**config.mk**
```make
export PLATFORM = sky130hd
export DESIGN_NAME = morse_key_to_ascii_decoder
export DESIGN_NICKNAME = d
export VERILOG_FILES = /design/src/hw/rtl/mkd_pkg.sv /design/src/hw/rtl/morse_key_to_ascii_decoder.sv /design/src/hw/rtl/mkd_lookup.sv
export SDC_FILE = /design/constraint.sdc
export NUM_CORES = 1
export LEC_CHECK = 0
export ABC_CLOCK_PERIOD_IN_PS = 5650
export BUFFER_PORTS_ARGS = -buffer_cell sky130_fd_sc_hd__buf_2
export CAP_MARGIN = 15
export CORE_AREA = 5 5 107 109
export DETAILED_ROUTE_END_ITERATION = 8
export DIE_AREA = 0 0 112 114
export GPL_TIMING_DRIVEN = 0
export PLACE_DENSITY = 0.77
export RECOVER_POWER = 100
export REMOVE_ABC_BUFFERS = 1
export SLEW_MARGIN = 20
export SYNTH_ARGS = -nofsm -noshare
export SYNTH_HDL_FRONTEND = slang
export SYNTH_SLANG_ARGS = --single-unit
```
**constraint.sdc**
```tcl
create_clock -name clk -period 5.65 [get_ports clk]
set_input_delay 0.565 -clock clk [delete_from_list [all_inputs] [get_ports clk]]
set_output_delay 0.565 -clock clk [all_outputs]
set_load 0.02 [all_outputs]
```
**src/hw/rtl/mkd_pkg.sv**
```systemverilog
`default_nettype none
// ----------------------------------------------------------------------------
// Morse key decoder package
// Shared constants, widths and the letters-and-digits Morse code table.
// ----------------------------------------------------------------------------
package mkd_pkg;

	// Buffer and counter dimensions.
	localparam int MAX_ELEMENTS = 7;
	localparam int COUNT_WIDTH  = 16;
	localparam int EL_CNT_W     = $clog2(MAX_ELEMENTS + 1);
	localparam int PATTERN_W    = 7;
	localparam int CHAR_W       = 7;
	localparam int REG_W        = 16;
	localparam int CFG_INDEX_W  = 8;

	localparam logic [COUNT_WIDTH-1:0] CNT_MAX = {COUNT_WIDTH{1'b1}};

	// Configuration register indexes.
	localparam logic [CFG_INDEX_W-1:0] REG_DOT_DASH_THRESHOLD = CFG_INDEX_W'(0);
	localparam logic [CFG_INDEX_W-1:0] REG_SYMBOL_TIMEOUT     = CFG_INDEX_W'(1);

	localparam logic [REG_W-1:0] THRESHOLD_RESET = REG_W'(300);
	localparam logic [REG_W-1:0] TIMEOUT_RESET   = REG_W'(1000);

	// Character codes.
	localparam logic [CHAR_W-1:0] CHAR_UNKNOWN = CHAR_W'(63);
	localparam int                CHAR_A       = 65;
	localparam int                CHAR_ZERO    = 48;

	// Table: entries 0 to 25 are A to Z, entries 26 to 35 are 0 to 9.
	localparam int NUM_LETTERS = 26;
	localparam int NUM_CODES   = 36;

	localparam logic [2:0] CODE_LEN [NUM_CODES] = '{
		3'd2, 3'd4, 3'd4, 3'd3, 3'd1, 3'd4, 3'd3, 3'd4,
		3'd2, 3'd4, 3'd3, 3'd4, 3'd2, 3'd2, 3'd3, 3'd4,
		3'd4, 3'd3, 3'd3, 3'd1, 3'd3, 3'd4, 3'd3, 3'd4,
		3'd4, 3'd4,
		3'd5, 3'd5, 3'd5, 3'd5, 3'd5,
		3'd5, 3'd5, 3'd5, 3'd5, 3'd5
	};

	localparam logic [PATTERN_W-1:0] CODE_BITS [NUM_CODES] = '{
		7'd2,  7'd1,  7'd5,  7'd1,  7'd0,  7'd4,  7'd3,  7'd0,
		7'd0,  7'd14, 7'd5,  7'd2,  7'd3,  7'd1,  7'd7,  7'd6,
		7'd11, 7'd2,  7'd0,  7'd1,  7'd4,  7'd8,  7'd6,  7'd9,
		7'd13, 7'd3,
		7'd31, 7'd30, 7'd28, 7'd24, 7'd16,
		7'd0,  7'd1,  7'd3,  7'd7,  7'd15
	};

	// ASCII code of table entry idx.
	function automatic logic [CHAR_W-1:0] code_char(input int idx);
		logic [CHAR_W-1:0] ch;
		if (idx < NUM_LETTERS) begin
			ch = CHAR_W'(CHAR_A + idx);
		end else begin
			ch = CHAR_W'(CHAR_ZERO + idx - NUM_LETTERS);
		end
		return ch;
	endfunction

endpackage
`default_nettype wire

```
**src/hw/rtl/morse_key_to_ascii_decoder.sv**
```systemverilog
`default_nettype none
// ----------------------------------------------------------------------------
// Morse key to ASCII decoder
// Turns a stream of sampled key levels into decoded letters and digits.
// ----------------------------------------------------------------------------
// Each input request carries one sampled key level (one tick). The block
// measures how long the key is held; on release the press becomes a dot if it
// was shorter than dot_dash_threshold ticks and a dash otherwise, and is added
// to a buffer of up to seven elements (later presses are dropped while the
// buffer is full). Once the key has stayed up for symbol_timeout ticks after
// the last release, the buffered pattern is looked up in the A-Z, 0-9 Morse
// table and one output request is produced with the ASCII code, or '?' with
// matched low; the buffer is then cleared. Both tick counters saturate at
// their maximum. The block takes one tick per clock cycle while its input
// side is not stalled. A tick passes an input register and then a single
// pass of counter, classification and table-match logic into the result
// register. The input side stalls only while a tick that decodes a symbol
// waits in the input register behind a result that the output side has not
// yet taken. Configuration writes are accepted in every cycle and should
// only be issued while no tick is in flight.
// ----------------------------------------------------------------------------
module morse_key_to_ascii_decoder import mkd_pkg::*; (
	input  wire logic                   clk,
	input  wire logic                   arst_n,
	// Tick input channel.
	input  wire logic                   in_valid,
	output logic                        in_stall,
	input  wire logic                   key_down,
	// Decoded symbol output channel.
	output logic                        out_valid,
	input  wire logic                   out_stall,
	output logic      [CHAR_W-1:0]      character,
	output logic                        matched,
	output logic      [EL_CNT_W-1:0]    element_count,
	output logic      [PATTERN_W-1:0]   pattern_bits,
	// Configuration write channel.
	input  wire logic                   cfg_valid,
	output logic                        cfg_ready,
	input  wire logic [CFG_INDEX_W-1:0] cfg_index,
	input  wire logic [REG_W-1:0]       cfg_data
);

	// Configuration registers.
	logic [REG_W-1:0] threshold_q;
	logic [REG_W-1:0] timeout_q;

	// Input register stage.
	logic valid_s1;
	logic key_s1;

	// Decoder state.
	logic                   key_was_down_q;
	logic [COUNT_WIDTH-1:0] press_ticks_q;
	logic [COUNT_WIDTH-1:0] silence_ticks_q;
	logic [PATTERN_W-1:0]   element_bits_q;
	logic [EL_CNT_W-1:0]    element_total_q;

	// Next-state values for the tick held in the input register.
	logic [COUNT_WIDTH-1:0] press_nxt;
	logic [COUNT_WIDTH-1:0] silence_nxt;
	logic [PATTERN_W-1:0]   bits_nxt;
	logic [EL_CNT_W-1:0]    total_nxt;
	logic                   fire;
	logic                   advance;
	logic                   out_free;

	logic [CHAR_W-1:0] lookup_char;
	logic              lookup_hit;

	// The configuration port never pushes back.
	assign cfg_ready = 1'b1;

	always_ff @(posedge clk or negedge arst_n) begin
		if (!arst_n) begin
			threshold_q <= THRESHOLD_RESET;
			timeout_q   <= TIMEOUT_RESET;
		end else if (cfg_valid && cfg_ready) begin
			if (cfg_index == REG_DOT_DASH_THRESHOLD) begin
				threshold_q <= cfg_data;
			end else if (cfg_index == REG_SYMBOL_TIMEOUT) begin
				timeout_q <= cfg_data;
			end
		end
	end

	// State update for one tick. A release records a dot or a dash unless the
	// buffer is full, and always restarts the silence count.
	always_comb begin
		press_nxt   = press_ticks_q;
		silence_nxt = silence_ticks_q;
		bits_nxt    = element_bits_q;
		total_nxt   = element_total_q;
		if (key_s1) begin
			if (!key_was_down_q) begin
				press_nxt = COUNT_WIDTH'(1);
			end else if (press_ticks_q != CNT_MAX) begin
				press_nxt = press_ticks_q + COUNT_WIDTH'(1);
			end
		end else if (key_was_down_q) begin
			if (element_total_q < EL_CNT_W'(MAX_ELEMENTS)) begin
				if (press_ticks_q >= COUNT_WIDTH'(threshold_q)) begin
					bits_nxt[element_total_q] = 1'b1;
				end
				total_nxt = element_total_q + EL_CNT_W'(1);
			end
			silence_nxt = '0;
		end else if (silence_ticks_q != CNT_MAX) begin
			silence_nxt = silence_ticks_q + COUNT_WIDTH'(1);
		end
	end

	// A symbol is decoded once the key is up, something is buffered and the
	// silence has lasted long enough.
	assign fire = !key_s1 && (total_nxt != '0) && (silence_nxt >= COUNT_WIDTH'(timeout_q));

	mkd_lookup u_lookup (
		.count     (total_nxt),
		.bits      (bits_nxt),
		.character (lookup_char),
		.matched   (lookup_hit)
	);

	// The result register can take a new result when empty or being drained.
	assign out_free = !out_valid || !out_stall;
	assign advance  = valid_s1 && (!fire || out_free);
	assign in_stall = valid_s1 && !advance;

	always_ff @(posedge clk or negedge arst_n) begin
		if (!arst_n) begin
			valid_s1 <= 1'b0;
		end else if (!in_stall) begin
			valid_s1 <= in_valid;
		end
	end

	always_ff @(posedge clk) begin
		if (!in_stall && in_valid) begin
			key_s1 <= key_down;
		end
	end

	always_ff @(posedge clk or negedge arst_n) begin
		if (!arst_n) begin
			key_was_down_q  <= 1'b0;
			press_ticks_q   <= '0;
			silence_ticks_q <= '0;
			element_bits_q  <= '0;
			element_total_q <= '0;
		end else if (advance) begin
			key_was_down_q <= key_s1;
			press_ticks_q  <= press_nxt;
			if (fire) begin
				silence_ticks_q <= '0;
				element_bits_q  <= '0;
				element_total_q <= '0;
			end else begin
				silence_ticks_q <= silence_nxt;
				element_bits_q  <= bits_nxt;
				element_total_q <= total_nxt;
			end
		end
	end

	always_ff @(posedge clk or negedge arst_n) begin
		if (!arst_n) begin
			out_valid <= 1'b0;
		end else if (advance && fire) begin
			out_valid <= 1'b1;
		end else if (!out_stall) begin
			out_valid <= 1'b0;
		end
	end

	always_ff @(posedge clk) begin
		if (advance && fire) begin
			character     <= lookup_char;
			matched       <= lookup_hit;
			element_count <= total_nxt;
			pattern_bits  <= bits_nxt;
		end
	end

	// The buffer never grows past its capacity.
	a_total_bound: assert property (@(posedge clk) disable iff (!arst_n)
		element_total_q <= EL_CNT_W'(MAX_ELEMENTS))
		else $error("element buffer exceeds capacity");

	// A decode empties the buffer on the next cycle.
	a_clear_after_fire: assert property (@(posedge clk) disable iff (!arst_n)
		(advance && fire) |=> (element_total_q == '0 && silence_ticks_q == '0))
		else $error("buffer not cleared after decode");

	// A result always carries at least one element.
	a_result_count: assert property (@(posedge clk) disable iff (!arst_n)
		out_valid |-> (element_count != '0))
		else $error("result with empty pattern");

	// An unmatched pattern always reads as the unknown character.
	a_unknown_char: assert property (@(posedge clk) disable iff (!arst_n)
		(out_valid && !matched) |-> (character == CHAR_UNKNOWN))
		else $error("unmatched result has wrong character");

	// Pattern bits above the element count stay clear.
	a_pattern_clean: assert property (@(posedge clk) disable iff (!arst_n)
		out_valid |-> ((pattern_bits >> element_count) == '0))
		else $error("stray pattern bits above element count");

endmodule
`default_nettype wire

```
**src/hw/rtl/mkd_lookup.sv**
```systemverilog
`default_nettype none
// ----------------------------------------------------------------------------
// Morse pattern lookup
// Matches a pattern of dots and dashes against the 36-entry code table.
// ----------------------------------------------------------------------------
module mkd_lookup import mkd_pkg::*; (
	input  wire logic [EL_CNT_W-1:0]  count,
	input  wire logic [PATTERN_W-1:0] bits,
	output logic      [CHAR_W-1:0]    character,
	output logic                      matched
);

	// Every entry is compared in parallel; entries are unique, so at most one hits.
	always_comb begin
		character = CHAR_UNKNOWN;
		matched   = 1'b0;
		for (int i = 0; i < NUM_CODES; i++) begin
			if (3'(count) == CODE_LEN[i] && bits == CODE_BITS[i]) begin
				character = code_char(i);
				matched   = 1'b1;
			end
		end
	end

endmodule
`default_nettype wire

```
After elaboration in Yosys (flattened, before gate mapping) --
Cells that the tools add are included.
Operators by class: add/sub/neg operators 3, magnitude comparators 5, equal/unequal tests 28, multiplexer cells 55, bitwise logic cells 2, reduce and logical (&&, ||, !) cells 61
Operators by type and width (count):
- 7-bit two-way mux | 31
- 16-bit two-way mux | 6
- 1-bit logical AND | 43
- 7-bit by 4-bit equality test with 1-bit output, second input constant | 6
- 7-bit by 5-bit equality test with 1-bit output, second input constant | 5
- 35-bit OR reduction | 1
- 16-bit by 1-bit adder with 16-bit output, second input constant | 2
- 16-bit >= comparator | 2
- 4-bit two-way mux | 8
- 16-bit inequality test, second input constant | 2
- 7-bit by 3-bit equality test with 1-bit output, second input constant | 4
- 21-bit OR reduction | 1
- 7-bit by 2-bit equality test with 1-bit output, second input constant | 2
- 3-bit two-way mux | 4
- 10-bit OR reduction | 1
- 8-bit by 1-bit equality test with 1-bit output, second input constant | 1
- 8-bit zero test | 1
- 7-bit by 1-bit equality test with 1-bit output, second input constant | 1
- 7-bit zero test | 1
- 7-bit OR | 1
- 3-bit by 2-bit equality test with 1-bit output, second input constant | 2
- 3-bit equality test, second input constant | 2
- 1-bit zero test | 6
- 3-bit AND reduction | 2
- 13 further kinds | 19
Storage, ports and cells: flip-flop bits (word level) 96, input bits 30

Logic depth before layout (Yosys ltp) --
Gate-level depths: netlist of run 1.
depth after elaboration 46, mapped depth 18

Modules after synthesis --
Synthesis of run 1 repeated with hierarchy kept, for this count alone.
Second synthesis, totals: cell total of the unflattened synthesis 666, area total of the unflattened synthesis 6109.6 µm²
By module, submodules not included:
- morse_key_to_ascii_decoder | times used 1, cells each 547, area each 5372.7 µm²
- mkd_lookup | times used 1, cells each 119, area each 737.0 µm²

Worst setup path after synthesis of run 1 --
No wires, ideal clock.
kind register to output, from register silence_ticks_q[0], to output in_stall, data arrival time 3337 ps, data required time 5085 ps, slack 1748 ps, stages on the path, launching flop included 17, buffers on the path 0, cells stage by stage dfrtp_1 -> ha_1 -> and4_1 -> and3_1 -> or3_1 -> nor3_1 -> xnor2_1 -> nor2_1 -> ha_1 -> a21o_1 -> a21o_1 -> a21oi_1 -> o2111ai_1 -> a21boi_0 -> nor2_1 -> nand4_1 -> inv_1
Between the ends: cells in the longest elaborated chain, start to end 11, elaborated cells between the ends (all ways) 12, classes of those cells 1 x add/sub; 1 x order compare; 1 x eq/ne; 3 x mux; 6 x reduce/logical
Ends and longest elaborated chain:
- from (decl) | line morse_key_to_ascii_decoder.sv:54 | logic [COUNT_WIDTH-1:0] silence_ticks_q;
- from (signal assigned) | line morse_key_to_ascii_decoder.sv:157 | silence_ticks_q <= silence_nxt;
- 16-bit by 1-bit adder with 16-bit output / 16-bit inequality test (equally long branches) | line morse_key_to_ascii_decoder.sv:108, morse_key_to_ascii_decoder.sv:107
- 16-bit two-way mux | line morse_key_to_ascii_decoder.sv:107 | end else if (silence_ticks_q != CNT_MAX) begin
- 16-bit two-way mux | line morse_key_to_ascii_decoder.sv:99 | end else if (key_was_down_q) begin
- 16-bit two-way mux (*) | line morse_key_to_ascii_decoder.sv:93 | if (key_s1) begin
- 16-bit >= comparator (*) | line morse_key_to_ascii_decoder.sv:114 | assign fire = !key_s1 && (total_nxt != '0) && (silence_nxt >= COUNT_WIDTH'(timeout_q));
- 1-bit logical AND (*) | line morse_key_to_ascii_decoder.sv:114
- 1-bit zero test (*) | line morse_key_to_ascii_decoder.sv:125 | assign advance = valid_s1 && (!fire || out_free);
- 1-bit logical OR (*) | line morse_key_to_ascii_decoder.sv:125
- 1-bit logical AND (*) | line morse_key_to_ascii_decoder.sv:125
- 1-bit zero test (*) | line morse_key_to_ascii_decoder.sv:126 | assign in_stall = valid_s1 && !advance;
- 1-bit logical AND (*) | line morse_key_to_ascii_decoder.sv:126
- to (decl) | line morse_key_to_ascii_decoder.sv:27 | output logic in_stall,
Mark *: on every way between the ends. The rest lies on a longest branch, timed or not.

Worst setup path after layout of run 1 --
from register threshold_q[2], to register character[5], data pin
Between the ends: cells in the longest elaborated chain, start to end 33, elaborated cells between the ends (all ways) 87, classes of those cells 1 x order compare; 18 x eq/ne; 30 x mux; 38 x reduce/logical
Ends and longest elaborated chain:
- from (decl) | line morse_key_to_ascii_decoder.sv:44 | logic [REG_W-1:0] threshold_q;
- from (signal assigned) | line morse_key_to_ascii_decoder.sv:79 | threshold_q <= cfg_data;
- 16-bit >= comparator (*) | line morse_key_to_ascii_decoder.sv:101 | if (press_ticks_q >= COUNT_WIDTH'(threshold_q)) begin
- 7-bit two-way mux (*) | line morse_key_to_ascii_decoder.sv:101
- 7-bit two-way mux (*) | line morse_key_to_ascii_decoder.sv:100 | if (element_total_q < EL_CNT_W'(MAX_ELEMENTS)) begin
- 7-bit two-way mux (*) | line morse_key_to_ascii_decoder.sv:99
- 7-bit two-way mux (*) | line morse_key_to_ascii_decoder.sv:93
- 7-bit by 2-bit equality test with 1-bit output | line mkd_lookup.sv:18 | if (3'(count) == CODE_LEN[i] && bits == CODE_BITS[i]) begin
- 1-bit logical AND | line mkd_lookup.sv:18
- 7-bit two-way mux (26 in series) | line mkd_lookup.sv:18
- to (signal assigned) | line morse_key_to_ascii_decoder.sv:176 | character <= lookup_char;
- to (decl) | line morse_key_to_ascii_decoder.sv:32 | output logic [CHAR_W-1:0] character,
Marks and branches as above. A chain may end at the register's enable or synchronous reset.

==> reports/results.txt, run 1 <==
status - finished with violations
failing checks - max-capacitance violations, max-slew violations
Async S/R FF share, synth - 0.802
register area share after synthesis - 0.406
DRC - 0
Post-CTS Repair Setup Buffers - 0
CP Class - flip-flop to flip-flop
PnR worst setup slack - 0.446 ns
clock tree sinks - 96
Cells after Synth - 668
Clock Tree Root - clkbuf_8
via/cell ratio - 6.25
Port Buffers - 49
io pins - 51
setup TNS - 0 ns
Detailed Route WL - 14700 um
Iteration-0 DRC Markers - 445
clock buffer depth - 2
hold_sp - key_down
total power - 0.00209 W
worst hold path type - input pin to flip-flop
Critical Path Start - threshold_q[2]
largest net degree at the start of global routing - 58
Worst Tran Pin Value - 2.97 ns
worst path arrival time - 5.35 ns
mean area per synthesized cell - 9.25 um^2
post_cts resized - 0
worst skew pair latency - 0.39 ns
crit path max fanout - 13
Max-Cap Viols - 3
Min Hold Slack - 0.348 ns
Crit path required time - 5.79 ns
unrepaired setup endpoints after global routing - no
top_reg_cell synth - dfrtp_1
worst vdd ir - 0.000211 V
placer congestion estimate - 0.958
via count - 5281
Yosys reg bits - 96
Ys Warns - 0
Final Hold Viols - 0
core area - 10500 um^2
DIE AREA - 12800 um^2
max_slew headroom - -0.977
synth unique cells - 81
Place WS - 0.730 ns
EDFF count, synth - 19
Setup violations, final - 0
Slew Limit Fails - 92
leakage power - 2.97 nW
Power Density - 315 nW/um^2
vias in the first global route - 5048
Final Non-Filler Cells - 845
Inst Count DP - 829
global route total overflow - 0
Initial Util - 0.588
Final Cycle Share - 0.921
CTS tree - built
DR pass1 iterations - 5
Die H - 114 um
Routed WL per cell - 17.4 um
initial antenna violation count - 0
fmax - 0.192 GHz
CTS Hold Bufs - 0
Die X-Extent - 112 um
Ant. Diodes - 0
Detail Placement HPWL - 10800 um
CP startpoint kind - flip-flop
share of cells above drive strength 1 - 0.135
worst r2r src - threshold_q[2]
area of the mapped netlist - 6180 um^2
skew final - 0.0163 ns
Layout fillers - 887
H-tree levels - 3
FP Rows - 38
Tot GR Track Use - 0.238
fin nets - 765
ANT nets after route - 0
total CTS buffers - 9
Worst setup EP type - flip-flop
Tmin final - 5.20 ns
Synth-to-Final Area Change - 7.35%
first-pass GRT wire length - 24700 um
clock-pin slew on the worst setup and hold paths - 0.10 ns
[flip-flops by register name, indices dropped and copies added, names as in the netlist]
register         cells
element_count        3
matched              1
character            7
key_s1               1
valid_s1             1
pattern_bits         7
key_was_down_q       1
out_valid            1
silence_ticks_q     16
element_bits_q       7
threshold_q         16
element_total_q      3
press_ticks_q       16
timeout_q           16
[cells in the final DEF (no fill, tap or decap), types with 5 or more instances in the layout]
cell type  netlist  routed
clkbuf_8         0      10
and3_1          10      10
inv_1           39      41
o21ai_0         46      48
mux2_2          19      19
a21o_1          13      13
dfrtp_1         67      67
or3_1            5       5
nor2b_1          5       5
xor2_1           5       5
dfstp_2         10      10
nor3_1          23      23
nand3_1         23      23
edfxtp_1        19      19
nand4_1         15      15
nand2_1         78      78
ha_1            35      35
a31oi_1         12      12
clkbuf_1        16      24
nor2_1          48      48
buf_2            7      28
a21oi_1         30      31
a22o_1          29      29
nand2b_1         7       8
[worst max-delay path: stages, from the launching register on]
cell and delay (ns):
dfstp_2 0.53, inv_1 0.05, ha_1 0.31, nand2_1 0.05, o21ai_0 0.17, a41oi_1 0.20
o21ai_0 1.78, a41oi_2 0.63, inv_1 0.49, nand3_1 0.17, o22a_2 0.23, and4b_1 0.22
and2_0 0.13
[per-stage QoR]
stage          area (um^2)  utilization
2_1_floorplan         6010            -
3_3_place_gp          6430        0.612
3_5_place_dp          6500        0.619
4_1_cts               6740        0.641
5_1_grt               6630        0.631
6_report              6630        0.631
[per-layer routing]
metal  vias up  track usage  share of wire
li1       2520            -              -
met1      2555        0.321           0.44
met5         -            0              0
met4         0       0.0825          0.018
met2       182        0.390           0.48
met3        24       0.0435          0.062
[worst paths after layout]
kind,to,slack [ns],cells after the start
min in group asynchronous,silence_ticks_q[9],0.37,1
worst min register to register,timeout_q[10],0.52,1
max in group asynchronous,press_ticks_q[10],1.90,2
worst max-delay path,character[5],0.45,12
worst max register to register,character[5],0.45,12
worst min-delay path,key_s1,0.35,1
[final cells by class]
cell class / instances / area, um^2 / share of cell area
Clock buffer: 10 / 138 / 0.0208
Clock inverter: 6 / 96.3 / 0.0145
Inverter: 42 / 159 / 0.0240
Multi-Input combinational cell: 499 / 3320 / 0.501
Sequential cell: 96 / 2510 / 0.378
Tap cell: 140 / 175 / 0.0264
Timing Repair Buffer: 52 / 230 / 0.0347
[power breakdown]
group	leakage (nW)	switching, W	internal, W
sequential	1.14	0.000125	0.000812
combinational	1.72	0.000373	0.000247
clock	0.115	0.000263	0.000268
total	2.97	0.000760	0.00133
[Yosys cell counts, types with 3 or more instances]
library cell	number	area share
and3_1	10	0.010
a41oi_1	3	0.0043
or3_1	5	0.0051
o22ai_1	3	0.0030
buf_2	7	0.0057
mux2_2	19	0.035
a31oi_1	12	0.012
nor4_1	4	0.0040
o31ai_1	4	0.0049
a32o_1	3	0.0049
buf_6	4	0.0073
nand2_1	78	0.047
o22a_1	4	0.0057
dfrtp_1	67	0.27
nand4_1	15	0.015
xor2_1	5	0.0071
nand2b_1	7	0.0071
nor2_1	48	0.029
inv_1	39	0.024
a211oi_1	4	0.0049
o21ai_0	46	0.037
o211ai_1	3	0.0036
nand3_1	23	0.019
clkbuf_1	16	0.0097
dfstp_2	10	0.043
nor2b_1	5	0.0051
nor3_1	23	0.019
a21oi_1	30	0.024
buf_4	3	0.0036
edfxtp_1	19	0.092
ha_1	35	0.071
and2_1	7	0.0071
xnor2_1	4	0.0057
a21oi_2	3	0.0043
a21o_1	13	0.016
a22o_1	29	0.041
[cells by family (layout without fill, tap and decap cells)]
group,Yosys count,after routing,share of synthesized area
mux,22,22,0.0403
xor+xnor,9,9,0.0128
compound gates,191,191,0.227
simple gates,241,241,0.190
other cells,1,1,0.000607
fa+ha+maj,35,35,0.0709
buf+inv,73,110,0.0529
flops,96,96,0.406
Power figures use the tool's default switching activity.
==> run 2, diff against run 1 <==
--- a/config.mk
+++ b/config.mk
@@ -8,11 +8,12 @@
 export ABC_CLOCK_PERIOD_IN_PS = 5650
 export BUFFER_PORTS_ARGS = -buffer_cell sky130_fd_sc_hd__buf_2
 export CAP_MARGIN = 15
-export CORE_AREA = 5 5 107 109
+export CORE_AREA = 5 5 106 108
+export CTS_BUF_LIST = sky130_fd_sc_hd__clkbuf_2 sky130_fd_sc_hd__clkbuf_4 sky130_fd_sc_hd__clkbuf_8
 export DETAILED_ROUTE_END_ITERATION = 8
-export DIE_AREA = 0 0 112 114
+export DIE_AREA = 0 0 111 113
 export GPL_TIMING_DRIVEN = 0
-export PLACE_DENSITY = 0.77
+export PLACE_DENSITY = 0.78
 export RECOVER_POWER = 100
 export REMOVE_ABC_BUFFERS = 1
 export SLEW_MARGIN = 20
==> run 2 against run 1 <==
Compared with the run above:
- critical path depth unchanged
- hold slack improved by 0.014 ns
- sequential power about the same
- setup slack got worse by 0.048 ns
- via count increased by 1.8%
- largest cell class unchanged
- critical path type unchanged
- the flow still finishes with violations (max-capacitance violations, max-slew violations)
- non-clock buffer count unchanged
- first-iteration DRC count decreased by 21%
- power decreased by 2.6%
- highest routed layer unchanged
==> reports/results.txt, run 2 (synthesized netlist as in run 1, its figures left out) <==
status - finished with violations
failing checks - max-capacitance violations, max-slew violations
worst vdd ir - 0.000205 V (-3.0%)
WP buf/inv - 2 (unchanged)
worst path arrival time - 5.40 ns (+0.05 ns)
Final Cycle Share - 0.930 (+0.00845)
global route total overflow - 0 (unchanged)
commonest non-fill, non-tap cell in the layout - nand2_1
Synth-to-Final Area Change - 6.26%
io pins - 51 (unchanged)
Detail Placement HPWL - 11100 um (+3.3%)
Initial Util - 0.609 (+0.0214)
Worst path slowest cell - o21ai_0
initial antenna violation count - 0 (unchanged)
GRT busiest layer - met2
total CTS buffers - 9 (unchanged)
leakage power - 2.96 nW (-0.39%)
fin nets - 765 (unchanged)
max_slew headroom - -0.398 (+0.579)
largest net degree at the start of global routing - 40 (-31%)
DIE AREA - 12500 um^2 (-1.8%)
Ant. Diodes - 0 (unchanged)
GR Layer Usage met3 - 0.0257 (-0.0178)
ANT nets after route - 0 (unchanged)
CTS Hold Bufs - 0 (unchanged)
commonest non-fill, non-tap cells in the layout - nand2_1 (78), dfrtp_1 (67), nor2_1 (48), o21ai_0 (48), inv_1 (41)
via/cell ratio - 6.39 (+2.3%)
H-tree levels - 3 (unchanged)
worst skew pair latency - 0.38 ns (about the same)
fin area - 6570 um^2 (-1.0%)
crit path max fanout - 14 (+1)
FP Rows - 37 (-2.6%)
Max-Cap Viols - 4 (+1)
Place WS - 0.685 ns (-0.0447 ns)
Cell Area, Placed - 6500 um^2 (-0.13%)
Iteration-0 DRC Markers - 352 (-21%)
CP peak stage delay - 1.45 ns (-0.33 ns)
Tot GR Track Use - 0.242 (+0.00367)
Min Hold Slack - 0.362 ns (+0.0145 ns)
unrepaired setup endpoints after global routing - no
CP startpoint kind - flip-flop
Slew Limit Fails - 114 (+24%)
placer congestion estimate - 0.939 (-2.0%)
vias in the first global route - 5120 (+1.4%)
Post-CTS Repair Setup Buffers - 0 (unchanged)
via count - 5378 (+1.8%)
delay-heaviest family, CP - compound AO/OA/AOI/OAI gates
Final Hold Viols - 0 (unchanged)
skew final - 0.0126 ns (-0.00370 ns)
core area - 10100 um^2 (-3.5%)
Power Density - 310 nW/um^2 (-1.6%)
Tmin final - 5.25 ns (+0.0478 ns)
CTS tree - built
met1 usage - 0.326 (+0.00444)
met2 GRT Util - 0.398 (+0.00837)
Die X-Extent - 111 um (-0.89%)
Port Buffers - 49 (unchanged)
CP Class - flip-flop to flip-flop
Detailed Route WL - 15100 um (+2.4%)
Worst Tran Pin Value - 2.10 ns (-0.868 ns)
setup TNS - 0 ns (unchanged)
DR pass1 iterations - 5 (unchanged)
Clock Tree Root - clkbuf_8
Critical Path, Cell by Cell - inv_1 > ha_1 > nand2_1 > o21ai_0 > a41oi_1 > o21ai_0 > a31oi_1 > inv_1 > a41oi_1 > o22a_2 > and4b_1 > and2_0
Die H - 113 um (-0.88%)
PnR worst setup slack - 0.398 ns (-0.0478 ns)
DRC - 0 (unchanged)
Layout fillers - 846 (-4.6%)
first-pass GRT wire length - 24800 um (+0.30%)
post_cts resized - 0 (unchanged)
Routed WL per cell - 17.9 um (+2.9%)
Setup violations, final - 0 (unchanged)
worst hold path type - input pin to flip-flop
clock-pin slew on the worst setup and hold paths - 0.10 ns (about the same)
Reg area - 2510 um^2 (unchanged)
Worst setup EP type - flip-flop
area of the multi-input gates - 3290 um^2 (-1.0%)
share of cells above drive strength 1 - 0.130 (-0.00426)
clock buffer depth - 2 (unchanged)
clock tree sinks - 96 (unchanged)
Crit path required time - 5.80 ns (about the same)
fmax - 0.190 GHz (-0.91%)
[run 2: final timing paths]
check                                from            endpoint  slack (ns)  cells past startpoint
setup / recovery           threshold_q[2]        character[5]        0.40                     12
hold / removal                   key_down              key_s1        0.36                      1
setup reg to reg           threshold_q[2]        character[5]        0.40                     12
hold reg to reg            threshold_q[8]      threshold_q[8]        0.51                      2
max in group asynchronous          arst_n  silence_ticks_q[4]        2.10                      2
min in group asynchronous          arst_n      threshold_q[0]        0.78                      1
[run 2: area by class of cell]
cell class                 count  share of cell area
multi-input combinational    499               0.501
sequential                    96               0.382
timing repair buffer          52              0.0351
tap                          136              0.0259
inverter                      42              0.0242
clock buffer                  12              0.0233
clock inverter                 4             0.00800
[run 2: routing by layer]
layer,routed length [um],up-vias
met5,0,-
met1,6510,2590
li1,-,2523
met4,410,0
met2,7120,231
met3,1020,34
[run 2: metrics by stage]
stage / utilization / instances / power (W)
6_report: 0.648 / 841 / 0.00203
5_1_grt: 0.648 / 841 / 0.00215
4_1_cts: 0.661 / 841 / 0.00206
3_5_place_dp: 0.641 / 825 / 0.00159
3_3_place_gp: 0.634 / 822 / 0.00155
2_1_floorplan: - / 637 / 0.00138
[run 2: power breakdown]
group          internal [W]  switching [W]
logic              0.000246       0.000375
registers          0.000812       0.000126
clock network      0.000229       0.000245
total               0.00129       0.000746
==> run 3, diff against run 2 <==
--- a/config.mk
+++ b/config.mk
@@ -12,9 +12,8 @@
 export CTS_BUF_LIST = sky130_fd_sc_hd__clkbuf_2 sky130_fd_sc_hd__clkbuf_4 sky130_fd_sc_hd__clkbuf_8
 export DETAILED_ROUTE_END_ITERATION = 8
 export DIE_AREA = 0 0 111 113
-export GPL_TIMING_DRIVEN = 0
 export PLACE_DENSITY = 0.78
-export RECOVER_POWER = 100
+export RECOVER_POWER = 50
 export REMOVE_ABC_BUFFERS = 1
 export SLEW_MARGIN = 20
 export SYNTH_ARGS = -nofsm -noshare
==> run 3 against run 2 <==
Compared with the run above:
- the flow still finishes with violations (max-capacitance violations, max-slew violations)
- hold slack better by 0.0098 ns
- first-iteration DRC count is 2.8% lower
- clock skew is 0.0025 ns higher
- setup slack better by 0.34 ns
- combinational power is 2% higher
- critical path depth is 5 higher
- highest routed layer unchanged
==> reports/results.txt, run 3 (synthesized netlist as in run 1, its figures left out) <==
Detail Placement HPWL - 11400 um (+2.6%)
ANT nets after route - 0 (unchanged)
PnR worst setup slack - 0.740 ns (+0.342 ns)
DR pass1 iterations - 5 (unchanged)
net switching power - 0.000757 W (+1.4%)
clock tree sinks - 96 (unchanged)
Final Hold Viols - 0 (unchanged)
core area - 10100 um^2 (unchanged)
Die X-Extent - 111 um (unchanged)
worst path arrival time - 4.34 ns (-1.06 ns)
worst hold path type - input pin to flip-flop
crit path max fanout - 5 (-9)
Worst Tran Pin Value - 4.10 ns (+2.00 ns)
worst skew pair latency - 0.37 ns (about the same)
CTS tree - built
CP startpoint kind - flip-flop
Iteration-0 DRC Markers - 342 (-2.8%)
vias in the first global route - 5146 (+0.51%)
status - finished with violations
leakage power - 3.00 nW (+1.1%)
total power - 0.00201 W (-1.2%)
Place WS - 1.10 ns (+0.418 ns)
Clock Tree Root - clkbuf_8
power share of the combinational group - 0.316 (+0.010)
Detailed Route WL - 15200 um (+0.88%)
FP Rows - 37 (unchanged)
Crit path required time - 5.09 ns (-0.71 ns)
Initial Util - 0.609 (unchanged)
skew final - 0.0151 ns (+0.00253 ns)
global route total overflow - 0 (unchanged)
Max-Cap Viols - 1 (-3)
share of power burned in the clock network - 0.216 (-0.017)
max_slew headroom - -1.73 (-1.33)
Inst Count DP - 827 (+0.24%)
Post-CTS Repair Setup Buffers - 0 (unchanged)
Synth-to-Final Area Change - 7.35%
CTS Hold Bufs - 0 (unchanged)
worst vdd ir - 0.000213 V (+4.0%)
Slew Limit Fails - 78 (-32%)
reg-to-reg setup timing slack - 1.00 ns (+0.60 ns)
clock-pin slew on the worst setup and hold paths - 0.10 ns (about the same)
Tmin final - 4.91 ns (-0.342 ns)
unrepaired setup endpoints after global routing - no
via/cell ratio - 6.28 (-1.8%)
Seq pwr share - 0.468 (+0.007)
Die H - 113 um (unchanged)
DRC - 0 (unchanged)
H-tree levels - 3 (unchanged)
initial antenna violation count - 0 (unchanged)
Routed WL per cell - 18.0 um (+0.64%)
DIE AREA - 12500 um^2 (unchanged)
Port Buffers - 49 (unchanged)
largest net degree at the start of global routing - 78 (+95%)
failing checks - max-capacitance violations, max-slew violations
setup TNS - 0 ns (unchanged)
total CTS buffers - 9 (unchanged)
Final Non-Filler Cells - 843 (+0.24%)
io pins - 51 (unchanged)
share of cells above drive strength 1 - 0.154 (+0.0237)
Setup violations, final - 0 (unchanged)
Tot GR Track Use - 0.248 (+0.00648)
first-pass GRT wire length - 25400 um (+2.6%)
Power Density - 303 nW/um^2 (-2.2%)
Internal Power - 0.00125 W (-2.7%)
CP Class - flip-flop to output pin
clock buffer depth - 2 (unchanged)
Worst setup EP type - output pin
commonest non-fill, non-tap cell in the layout - nand2_1
fmax - 0.204 GHz (+7.0%)
fin nets - 767 (+0.26%)
Ant. Diodes - 0 (unchanged)
post_cts resized - 0 (unchanged)
Min Hold Slack - 0.372 ns (+0.00977 ns)
commonest non-fill, non-tap cells in the layout - nand2_1 (78), dfrtp_1 (67), nor2_1 (48), o21ai_0 (46), inv_1 (39)
Final Cycle Share - 0.869 (-0.0606)
via count - 5294 (-1.6%)
placer congestion estimate - 0.960 (+2.3%)
Switching Fraction - 0.376 (+0.00945)
-- run 3: cell types whose count changed in the layout (fill, tap and decap cells not counted), sizes merged --
cell | previous run | this run
clkbuf | 36 | 30
bufinv | 1 | 0
clkinvlp | 1 | 0
buf | 28 | 35
inv | 43 | 44
clkinv | 1 | 3
-- run 3: cell type report --
type | instances | area (um^2)
tap | 136 | 170
sequential | 96 | 2510
clock inverter | 5 | 37.5
fill | 850 | 3510
multi-input combinational | 499 | 3350
inverter | 42 | 160
timing repair buffer | 54 | 256
clock buffer | 11 | 151
-- run 3: path summary, 6_finish.rpt --
check	from	to	cells after the start
max	silence_ticks_q[1]	in_stall	17
min	key_down	key_s1	1
max reg2reg	silence_ticks_q[1]	pattern_bits[0]	15
min reg2reg	timeout_q[11]	timeout_q[11]	1
max in group asynchronous	arst_n	timeout_q[14]	1
min in group asynchronous	arst_n	press_ticks_q[0]	1
-- run 3: layer usage --
layer | vias up | track usage | routed length [um]
li1 | 2532 | - | -
met1 | 2543 | 0.323 | 6580
met2 | 191 | 0.415 | 7220
met3 | 28 | 0.0471 | 1020
met4 | 0 | 0.0920 | 377
met5 | - | 0 | 0
-- run 3: critical path: stages, from the launching register on --
cell and delay, ns:
dfrtp_1 0.44, ha_1 0.25, and4_1 0.23, and3_1 0.23
or3_1 0.39, nor3_1 0.21, xnor2_1 0.15, nor2_1 0.08
ha_1 0.32, a21o_1 0.16, a21o_1 0.16, a21oi_1 0.23
o2111ai_1 0.20, a21boi_0 0.32, nor2_1 0.18, nand4_1 0.19
inv_1 0.05, buf_2 0.15
-- run 3: through the flow --
step / cell area, um^2 / util
CTS: 6660 / 0.657
floorplan: 6010 / -
global placement: 6470 / 0.638
finish: 6630 / 0.654
detailed placement: 6470 / 0.638
global route: 6630 / 0.654
-- run 3: power groups by stage --
stage / Combinational, W / Clock (W) / Sequential (W)
5_1_grt: 0.000705 / 0.000476 / 0.000954
6_report: 0.000635 / 0.000435 / 0.000940
4_1_cts: 0.000638 / 0.000445 / 0.000934
3_3_place_gp: 0.000618 / 0 / 0.000940
3_5_place_dp: 0.000636 / 0 / 0.000947
2_1_floorplan: 0.000435 / 0 / 0.000947
